File: src/rtl/pef_pkg.sv
// Shared types and constants for the prefix expression evaluator.
// No dependencies; every other file in rtl refers to it by scoped names.
package pef_pkg;

   // ASCII characters that the evaluator recognises
   localparam logic [7:0] CH_PLUS   = 8'h2B;
   localparam logic [7:0] CH_MINUS  = 8'h2D;
   localparam logic [7:0] CH_STAR   = 8'h2A;
   localparam logic [7:0] CH_SLASH  = 8'h2F;
   localparam logic [7:0] CH_DOLLAR = 8'h24;
   localparam logic [7:0] CH_ZERO   = 8'h30;
   localparam logic [7:0] CH_NINE   = 8'h39;

   // operator codes held in the stack
   localparam logic [2:0] OP_ADD = 3'd0;
   localparam logic [2:0] OP_SUB = 3'd1;
   localparam logic [2:0] OP_MUL = 3'd2;
   localparam logic [2:0] OP_DIV = 3'd3;
   localparam logic [2:0] OP_POW = 3'd4;

   // classes of an incoming symbol
   localparam logic [1:0] KIND_NUM = 2'd0;
   localparam logic [1:0] KIND_OPR = 2'd1;
   localparam logic [1:0] KIND_BAD = 2'd2;

   // result status codes
   localparam logic [2:0] ST_OK     = 3'd0;
   localparam logic [2:0] ST_BADSYM = 3'd1;
   localparam logic [2:0] ST_DIVZ   = 3'd2;
   localparam logic [2:0] ST_OVF    = 3'd3;
   localparam logic [2:0] ST_MALF   = 3'd4;
   localparam logic [2:0] ST_NEGEXP = 3'd5;

   localparam int QUEUE_DEPTH = 4;

   typedef struct packed {
      logic [1:0] kind;
      logic [2:0] code;
      logic [3:0] digit;
      logic       last;
   } item_type;

endpackage

File: src/rtl/pef_front.sv
// Front end: decodes each incoming character into a classified item.
// Depends on pef_pkg.
module pef_front (
   input  logic              req_valid,
   input  logic [7:0]        req_symbol,
   input  logic              req_last_symbol,
   input  logic              q_full,
   output logic              req_stall,
   output logic              q_push,
   output pef_pkg::item_type q_item
);

   assign req_stall = q_full;
   assign q_push    = req_valid && !q_full;

   always_comb begin
      q_item       = '0;
      q_item.last  = req_last_symbol;
      q_item.digit = req_symbol[3:0];
      q_item.kind  = pef_pkg::KIND_OPR;
      priority if (req_symbol >= pef_pkg::CH_ZERO && req_symbol <= pef_pkg::CH_NINE) begin
         q_item.kind = pef_pkg::KIND_NUM;
      end else if (req_symbol == pef_pkg::CH_PLUS) begin
         q_item.code = pef_pkg::OP_ADD;
      end else if (req_symbol == pef_pkg::CH_MINUS) begin
         q_item.code = pef_pkg::OP_SUB;
      end else if (req_symbol == pef_pkg::CH_STAR) begin
         q_item.code = pef_pkg::OP_MUL;
      end else if (req_symbol == pef_pkg::CH_SLASH) begin
         q_item.code = pef_pkg::OP_DIV;
      end else if (req_symbol == pef_pkg::CH_DOLLAR) begin
         q_item.code = pef_pkg::OP_POW;
      end else begin
         q_item.kind = pef_pkg::KIND_BAD;
      end
   end

endmodule

File: config.mk
export PLATFORM = sky130hd
export DESIGN_NAME = pef_front
export DESIGN_NICKNAME = d
export VERILOG_FILES = /design/src/rtl/pef_pkg.sv /design/src/rtl/pef_front.sv
export SDC_FILE = /design/constraint.sdc
export NUM_CORES = 1
export LEC_CHECK = 0
export BUFFER_PORTS_ARGS = -buffer_cell sky130_fd_sc_hd__buf_2
export CORE_AREA = 10 10 47 49
export DETAILED_ROUTE_END_ITERATION = 7
export DIE_AREA = 0 0 57 59
export GPL_TIMING_DRIVEN = 0
export PLACE_DENSITY = 0.45
export SLEW_MARGIN = 20
export SYNTH_ARGS = -nofsm -noshare
export SYNTH_HDL_FRONTEND = slang
export SYNTH_SLANG_ARGS = --single-unit
File: constraint.sdc
create_clock -name vclk -period 1.4
set_input_delay 0.21 -clock vclk [all_inputs]
set_output_delay 0.21 -clock vclk [all_outputs]
set_load 0.05 [all_outputs]
==> flow_metrics.env <==
export IMPL_ios=23
export IMPL_yosysWarnings=0
export IMPL_final_nets=63
export IMPL_outcome="complete, no violations"
export IMPL_nClkBuffers=0
export IMPL_syn_area_sq_um=183
export IMPL_worst_pin_slew_ns=0.255
export IMPL_grt_pass1_vias=258
export IMPL_cts_hold_buf=0
export IMPL_period_minus_slack_ns=1.39
export IMPL_seq_area_sq_um=0
export IMPL_power_density_nw_per_um2=343
export IMPL_dr_pass1_iters=2
export IMPL_startpoint_type="input port"
export IMPL_final_max_slew_viol_count=0
export IMPL_insertedDiodeCount=0
export IMPL_min_path_type="in -> out"
export IMPL_syn_avg_cell_area_sq_um=7.03
export IMPL_fmaxAchievable_mhz=720
export IMPL_maxCapViolations=0
export IMPL_hpwl_um=651
export IMPL_critical_path_class="in -> out"
export IMPL_die_w_um=57
export IMPL_drt_vias_per_instance=3.91
export IMPL_drt_iter0_drc=1
export IMPL_worstPathMaxFanout=3
export IMPL_power_leakage_nw=0.182
export IMPL_syn_num_nets=37
export IMPL_end_kind="output port"
export IMPL_setup_tns_ns=0
export IMPL_fin_hold_ws_ns=0.725
export IMPL_n_fill_cell=164
export IMPL_period_share=0.993
export IMPL_place_congestion=0.663
export IMPL_grt_pass1_wl_mm=1.15
export IMPL_grt_usage=0.0385
export IMPL_vias=258
export IMPL_crit_required_ns=1.19
export IMPL_rsz0062_at_grt="true"
export IMPL_hold_viol=0
export IMPL_drive_gt1_frac=0.760
export IMPL_antenna_found_initial=0
export IMPL_synth_most_common_cell="buf_4"
export IMPL_grt_ovfl_total=0
export IMPL_portBuffers=22
export IMPL_core_sq_um=1400
export IMPL_grt_max_degree=9
export IMPL_finalSetupViolCount=0
export IMPL_totalWireLength_um=784
export IMPL_dieArea_sq_um=3360
export IMPL_syn_to_final_growth_pct=116
export IMPL_design_seq_count=0
export IMPL_wl_per_cell_um=11.9
export IMPL_synth_area_leaders="buf_4 25%, nand3b_1 12%, a311oi_2 8.2%, nand2b_1 6.8%, nor2_1 6.2%"
export IMPL_std_cell_rows=14
export IMPL_ys_seq_area_frac=0
export IMPL_drcViolationCount=0
export IMPL_synth_cells=26
export IMPL_final_antenna_net_count=0
export IMPL_initial_core_util=0.130
export IMPL_synthTopCellsByCount="6 x buf_4, 3 x nand3b_1, 3 x nor2_1, 2 x a21oi_1, 2 x nand2b_1"
export IMPL_arrival_ns=1.18
export IMPL_yosys_area_top_type="buf_4"
export IMPL_max_slew_margin=0.831
export IMPL_die_h_um=59
export IMPL_ir_worst_vdd_mv=0.0725
export IMPL_synth_top_area_frac=0.247
export IMPL_ys_types=15
cell type report:
class	instances	area, sq um	area share
well taps	16	20.0	0.0506
repair buffers	24	158	0.399
plain buffers	6	45.0	0.114
multi-input cells	20	173	0.437
path summary, 6_finish.rpt:
kind             from         to  slack (ns)  depth (start not counted)
max     req_symbol[0]  q_item[8]        0.01                          4
min   req_last_symbol  q_item[0]        0.73                          2
per-stage QoR:
step | power, mW | setup WS, ns | utilization | instances | instance area [sq um]
final | 0.136 | 0.0103 | 0.282 | 66 | 395
after detailed placement | 0.122 | -0.147 | 0.244 | 64 | 342
after CTS | 0.133 | -0.0306 | 0.271 | 65 | 380
after floorplan | 0.0835 | -0.0113 | - | 26 | 211
after global placement | 0.121 | -0.142 | 0.244 | 64 | 342
after global routing | 0.144 | -0.0145 | 0.282 | 66 | 395
worst max-delay path: stages:
cell and delay [ns]:
buf_8 0.09, or3_4 0.41, a311oi_4 0.27, buf_6 0.19
timing repair:
action	in CTS	in global routing
setup buffers	1	1
endpoints found under the setup margin	2	2
gates resized for setup	10	2
gates cloned	0	0
pin swaps	2	2
cells in the final DEF, fill, tap and decap left out:
| master | Yosys | routed |
|---|---|---|
| buf_8 | 0 | 2 |
| nand3b_1 | 3 | 3 |
| a21oi_1 | 2 | 2 |
| nand2_1 | 1 | 1 |
| and2b_2 | 1 | 1 |
| buf_4 | 6 | 8 |
| nor2b_1 | 1 | 1 |
| nor2_2 | 0 | 3 |
| buf_6 | 0 | 2 |
| a311oi_4 | 0 | 1 |
| a21boi_1 | 0 | 1 |
| nand3_1 | 1 | 1 |
| nand2b_1 | 2 | 2 |
| xnor2_1 | 1 | 1 |
| buf_2 | 0 | 18 |
| or3_4 | 1 | 1 |
| o31ai_2 | 0 | 1 |
| nor3b_4 | 0 | 1 |
power breakdown:
group	switching (mW)	total [mW]	internal, mW
Sequential	0	0	0
Combinational	0.0802	0.136	0.0554
Clock	0	0	0
Total	0.0802	0.136	0.0554
cell families after synthesis:
| logic type | after synthesis | share of synthesized area |
|---|---|---|
| simple gates | 14 | 0.486 |
| compound gates | 5 | 0.219 |
| xor+xnor | 1 | 0.0480 |
| buf+inv | 6 | 0.247 |
per-layer routing:
metal / share of wire / vias to the layer above / global-route usage
met1: 0.41 / 105 / 0.0429
li1: - / 135 / -
met5: 0 / - / 0
met3: 0.19 / 0 / 0.0322
met4: 0 / 0 / 0
met2: 0.39 / 18 / 0.0589
No activity file was read; power rests on OpenSTA's default activity.
