$ cat src/rtl/pef_pkg.sv
// Shared types and constants for the prefix expression evaluator.
// No dependencies; every other file in rtl refers to it by scoped names.
package pef_pkg;

   // ASCII characters that the evaluator recognises
   localparam logic [7:0] CH_PLUS   = 8'h2B;
   localparam logic [7:0] CH_MINUS  = 8'h2D;
   localparam logic [7:0] CH_STAR   = 8'h2A;
   localparam logic [7:0] CH_SLASH  = 8'h2F;
   localparam logic [7:0] CH_DOLLAR = 8'h24;
   localparam logic [7:0] CH_ZERO   = 8'h30;
   localparam logic [7:0] CH_NINE   = 8'h39;

   // operator codes held in the stack
   localparam logic [2:0] OP_ADD = 3'd0;
   localparam logic [2:0] OP_SUB = 3'd1;
   localparam logic [2:0] OP_MUL = 3'd2;
   localparam logic [2:0] OP_DIV = 3'd3;
   localparam logic [2:0] OP_POW = 3'd4;

   // classes of an incoming symbol
   localparam logic [1:0] KIND_NUM = 2'd0;
   localparam logic [1:0] KIND_OPR = 2'd1;
   localparam logic [1:0] KIND_BAD = 2'd2;

   // result status codes
   localparam logic [2:0] ST_OK     = 3'd0;
   localparam logic [2:0] ST_BADSYM = 3'd1;
   localparam logic [2:0] ST_DIVZ   = 3'd2;
   localparam logic [2:0] ST_OVF    = 3'd3;
   localparam logic [2:0] ST_MALF   = 3'd4;
   localparam logic [2:0] ST_NEGEXP = 3'd5;

   localparam int QUEUE_DEPTH = 4;

   typedef struct packed {
      logic [1:0] kind;
      logic [2:0] code;
      logic [3:0] digit;
      logic       last;
   } item_type;

endpackage

$ cat src/rtl/pef_queue.sv
// Short queue of classified items between front and back end.
// Depends on pef_pkg.
module pef_queue (
   input  logic              clock,
   input  logic              reset,
   input  logic              push,
   input  pef_pkg::item_type push_item,
   output logic              full,
   output logic              pop_valid,
   input  logic              pop,
   output pef_pkg::item_type pop_item
);

   localparam int PW = $clog2(pef_pkg::QUEUE_DEPTH);
   localparam int CW = $clog2(pef_pkg::QUEUE_DEPTH + 1);

   pef_pkg::item_type slot_ff [pef_pkg::QUEUE_DEPTH];
   logic [PW-1:0] wr_ff, wr_in, rd_ff, rd_in;
   logic [CW-1:0] cnt_ff, cnt_in;
   logic          do_push, do_pop;

   assign full      = (cnt_ff == CW'(pef_pkg::QUEUE_DEPTH));
   assign pop_valid = (cnt_ff != '0);
   assign pop_item  = slot_ff[rd_ff];
   assign do_push   = push && !full;
   assign do_pop    = pop && pop_valid;

   always_comb begin
      wr_in  = do_push ? PW'(wr_ff + PW'(1)) : wr_ff;
      rd_in  = do_pop  ? PW'(rd_ff + PW'(1)) : rd_ff;
      cnt_in = cnt_ff;
      if (do_push && !do_pop) cnt_in = cnt_ff + CW'(1);
      if (do_pop && !do_push) cnt_in = cnt_ff - CW'(1);
   end

   always_ff @(posedge clock) begin
      if (reset) begin
         wr_ff  <= '0;
         rd_ff  <= '0;
         cnt_ff <= '0;
      end else begin
         wr_ff  <= wr_in;
         rd_ff  <= rd_in;
         cnt_ff <= cnt_in;
      end
      if (do_push) slot_ff[wr_ff] <= push_item;
   end

endmodule

$ cat config.mk
export PLATFORM = sky130hd
export DESIGN_NAME = pef_queue
export DESIGN_NICKNAME = d
export VERILOG_FILES = /design/src/rtl/pef_pkg.sv /design/src/rtl/pef_queue.sv
export SDC_FILE = /design/constraint.sdc
export NUM_CORES = 1
export LEC_CHECK = 0
export ABC_AREA = 1
export BUFFER_PORTS_ARGS = -buffer_cell sky130_fd_sc_hd__buf_2
export CORE_MARGIN = 5
export CORE_UTILIZATION = 35
export CTS_BUF_LIST = sky130_fd_sc_hd__clkbuf_8
export DETAILED_ROUTE_END_ITERATION = 6
export PLACE_DENSITY_LB_ADDON = 0.2
export SLEW_MARGIN = 20
export SYNTH_ARGS = -nofsm -noshare
export SYNTH_HDL_FRONTEND = slang
export SYNTH_SLANG_ARGS = --single-unit
$ cat constraint.sdc
create_clock -name clock -period 2 [get_ports clock]
set_input_delay 0.1 -clock clock [delete_from_list [all_inputs] [get_ports clock]]
set_output_delay 0.1 -clock clock [all_outputs]
set_load 0.03 [all_outputs]
==> flow_summary.ini <==
[clocking]
clk_latency_ns = 0.31
h-tree-depth = 2
cts_buffers = 5
root_buffer = clkbuf_8
cts_sinks = 49
cts.path.max_buffers = 2
path_clk_slew_ns = 0.10
tritoncts = yes

[critical_path]
critPathMaxFanout = 4
critPathArrivalTime_ns = 1.94
critical-path-max-stage-delay_ns = 0.38
path_buf_inv = 4
crit_required_ns = 2.21
worst_setup_path_end_kind = flip-flop
critPathLaunchType = flip-flop
crit_family = adder cells
worst_path_max_delay_cell = dfxtp_1
crit_chain = inv_1 > nand2_2 > nand2_2 > inv_2 > ha_1 > inv_1 > fa_1 > inv_1 > nand2_1 > nand3_1 > nand2_1 > nand2_1 > nor2_1
crit_type = flip-flop to flip-flop
rrSetupSlack_ns = 0.27

[placed_design]
portBuffers = 25
dp_slack_ns = 0.265
dp_hpwl_mm = 2.32
gp_routability_congestion = 0.731

[global_routing]
grt-ovfl-total = 0
grt_pass1_vias = 1267
grt_start_max_net_pins = 21
grt_pass1_wl_mm = 5.97
track_usage_pct = 11.0
antenna_found_initial = 0

[timing]
tns_ns = 0
hold_violations = 0
slew_viol_final = 0
tightest_slew_ns = 0.593
fin_ws_ns = 0.271
period_minus_slack_ns = 1.73
period_share_pct = 86.4
slew_headroom_pct = 60.4
rsz0062_at_grt = no
max_freq_ghz = 0.578
worst_clock_skew_ns = 0.0109
finalSetupViolCount = 0

[detailed_routing]
remaining_drc_errors = 0
wl_mm = 3.56
drt_iter0_drc = 79
num_vias = 1246
ant_nets = 0
drt-pass1-iter-count = 4
viasPerCell = 4.48
wire_per_inst_um = 12.8

[die]
fp.dieH_um = 85.2
core_area_um2 = 5510
die_w_um = 85.2
start_util_pct = 35.9
ios = 26
rows = 27
design.die.area_um2 = 7260

[synth]
synthFlopType = edfxtp_1
ys_types = 19
synth_seq_area_share_pct = 69.8
synth_seq_cells = 49
synth_nets = 186
syn_area_per_cell_um2 = 11.9
synth_area_leaders = edfxtp_1, dfxtp_1, o21ai_0, nor2_1, inv_1
yosys.cell_count.top_type = edfxtp_1
synth_edf_count = 40
async_reset_ff_share_pct = 0
synthesis.area_um2 = 1980
ys_warn_count = 0
syn-instance-count = 166
synth_top_area_share_pct = 60.7
synth_top_cell_by_area = edfxtp_1
ys_top_cells_by_count = edfxtp_1, nor2_1, o21ai_0

[power_and_ir_drop]
total_leakage_power_nw = 0.911
p_int_mw = 1.77
p_switching_mw = 1.07
seq_power_share_pct = 45.5
power_mw = 2.84
p_sw_share_pct = 37.7
clkPwrFrac_pct = 21.1
vdd_ir_drop_max_uv = 586
powerDensity_nw_per_um2 = 1200
comb_power_share_pct = 33.4

[cells_and_area]
utilization_pct = 43.1
drive_above_1_share_pct = 21.8
final_nets = 225
diodes = 0
syn_to_final_growth_pct = 20.0

[worst_hold_path]
hold_path_class = primary input to flip-flop

[flow_run]
cap_viol_max_count = 0

[status]
status = finished, final reports clean
-- what timing repair did --
action                                 4_1_cts  5_1_grt
buffers inserted                             0        0
resized for setup                            0        0
hold buffers                                 7        0
setup endpoints to repair                    0        0
endpoints found under the hold margin       25        0
-- power groups by stage --
stage	logic [mW]	clock network [mW]	registers, mW
2_1_floorplan	0.704	0	1.30
3_3_place_gp	0.957	0	1.32
3_5_place_dp	0.954	0	1.32
4_1_cts	0.969	0.623	1.29
5_1_grt	1.07	0.664	1.31
6_report	0.948	0.598	1.29
-- registers in the layout (all words and copies together) (netlist names), named ones only --
| name | flops |
|---|---|
| slot_ff | 40 |
| rd_ff | 2 |
| cnt_ff | 3 |
| wr_ff | 2 |
-- cell usage in the layout, fill, tap and decap left out --
cell,netlist,layout
nand3_1,5,5
buf_2,2,25
ha_1,5,5
edfxtp_1,40,40
nor2_2,1,1
o22ai_1,10,10
dfxtp_1,9,9
o21ai_0,22,22
fa_1,1,1
a21oi_1,5,5
nand2_4,2,2
dlygate4sd3_1,0,7
clkbuf_8,0,5
inv_8,0,1
inv_1,18,18
nand2_1,11,11
nand2_2,2,2
nor2_4,1,1
inv_2,1,1
buf_4,0,5
clkinvlp_4,0,2
nor2_1,28,28
-- cells by family after synthesis --
| kind of cell | after synthesis | synth area share [%] |
|---|---|---|
| AND/OR/NAND/NOR | 50 | 11.3 |
| flip-flops | 49 | 69.8 |
| AO/OA/AOI/OAI | 37 | 9.99 |
| buffers and inverters | 24 | 4.74 |
| adder cells (fa/ha/maj) | 6 | 4.17 |
-- path summary, 6_finish.rpt --
check                from             to  cells after the start
max             cnt_ff[2]      cnt_ff[2]                     13
min          push_item[0]  slot_ff[0][0]                      1
max reg2reg     cnt_ff[2]      cnt_ff[2]                     13
min reg2reg      rd_ff[1]      flip-flop                      2
-- area by class of cell --
type / instances / area [um^2]
fillers: 535 / 3130
flip-flops and latches: 49 / 1380
multi-input cells: 93 / 504
repair buffers: 37 / 233
well taps: 72 / 90.1
inverters: 19 / 71.3
clock buffers: 5 / 68.8
clock inverters: 3 / 26.3
-- metal layers --
metal,share of wire (%),up-vias,track usage [%],wire length [um]
li1,-,649,-,-
met1,45,571,13.4,1590
met2,49,18,17.6,1740
met3,4.2,8,3.40,148
met4,2.2,0,5.18,78
met5,0,-,0,0
-- through the flow --
step | instances | hold WS (ns) | cell area, um^2
2_1_floorplan | 166 | 0.169 | 1980
3_3_place_gp | 263 | 0.317 | 2210
3_5_place_dp | 263 | 0.318 | 2210
4_1_cts | 278 | 0.00231 | 2370
5_1_grt | 278 | 0.00240 | 2370
6_report | 278 | 0.0132 | 2370
No activity file was read; power rests on OpenSTA's default activity.
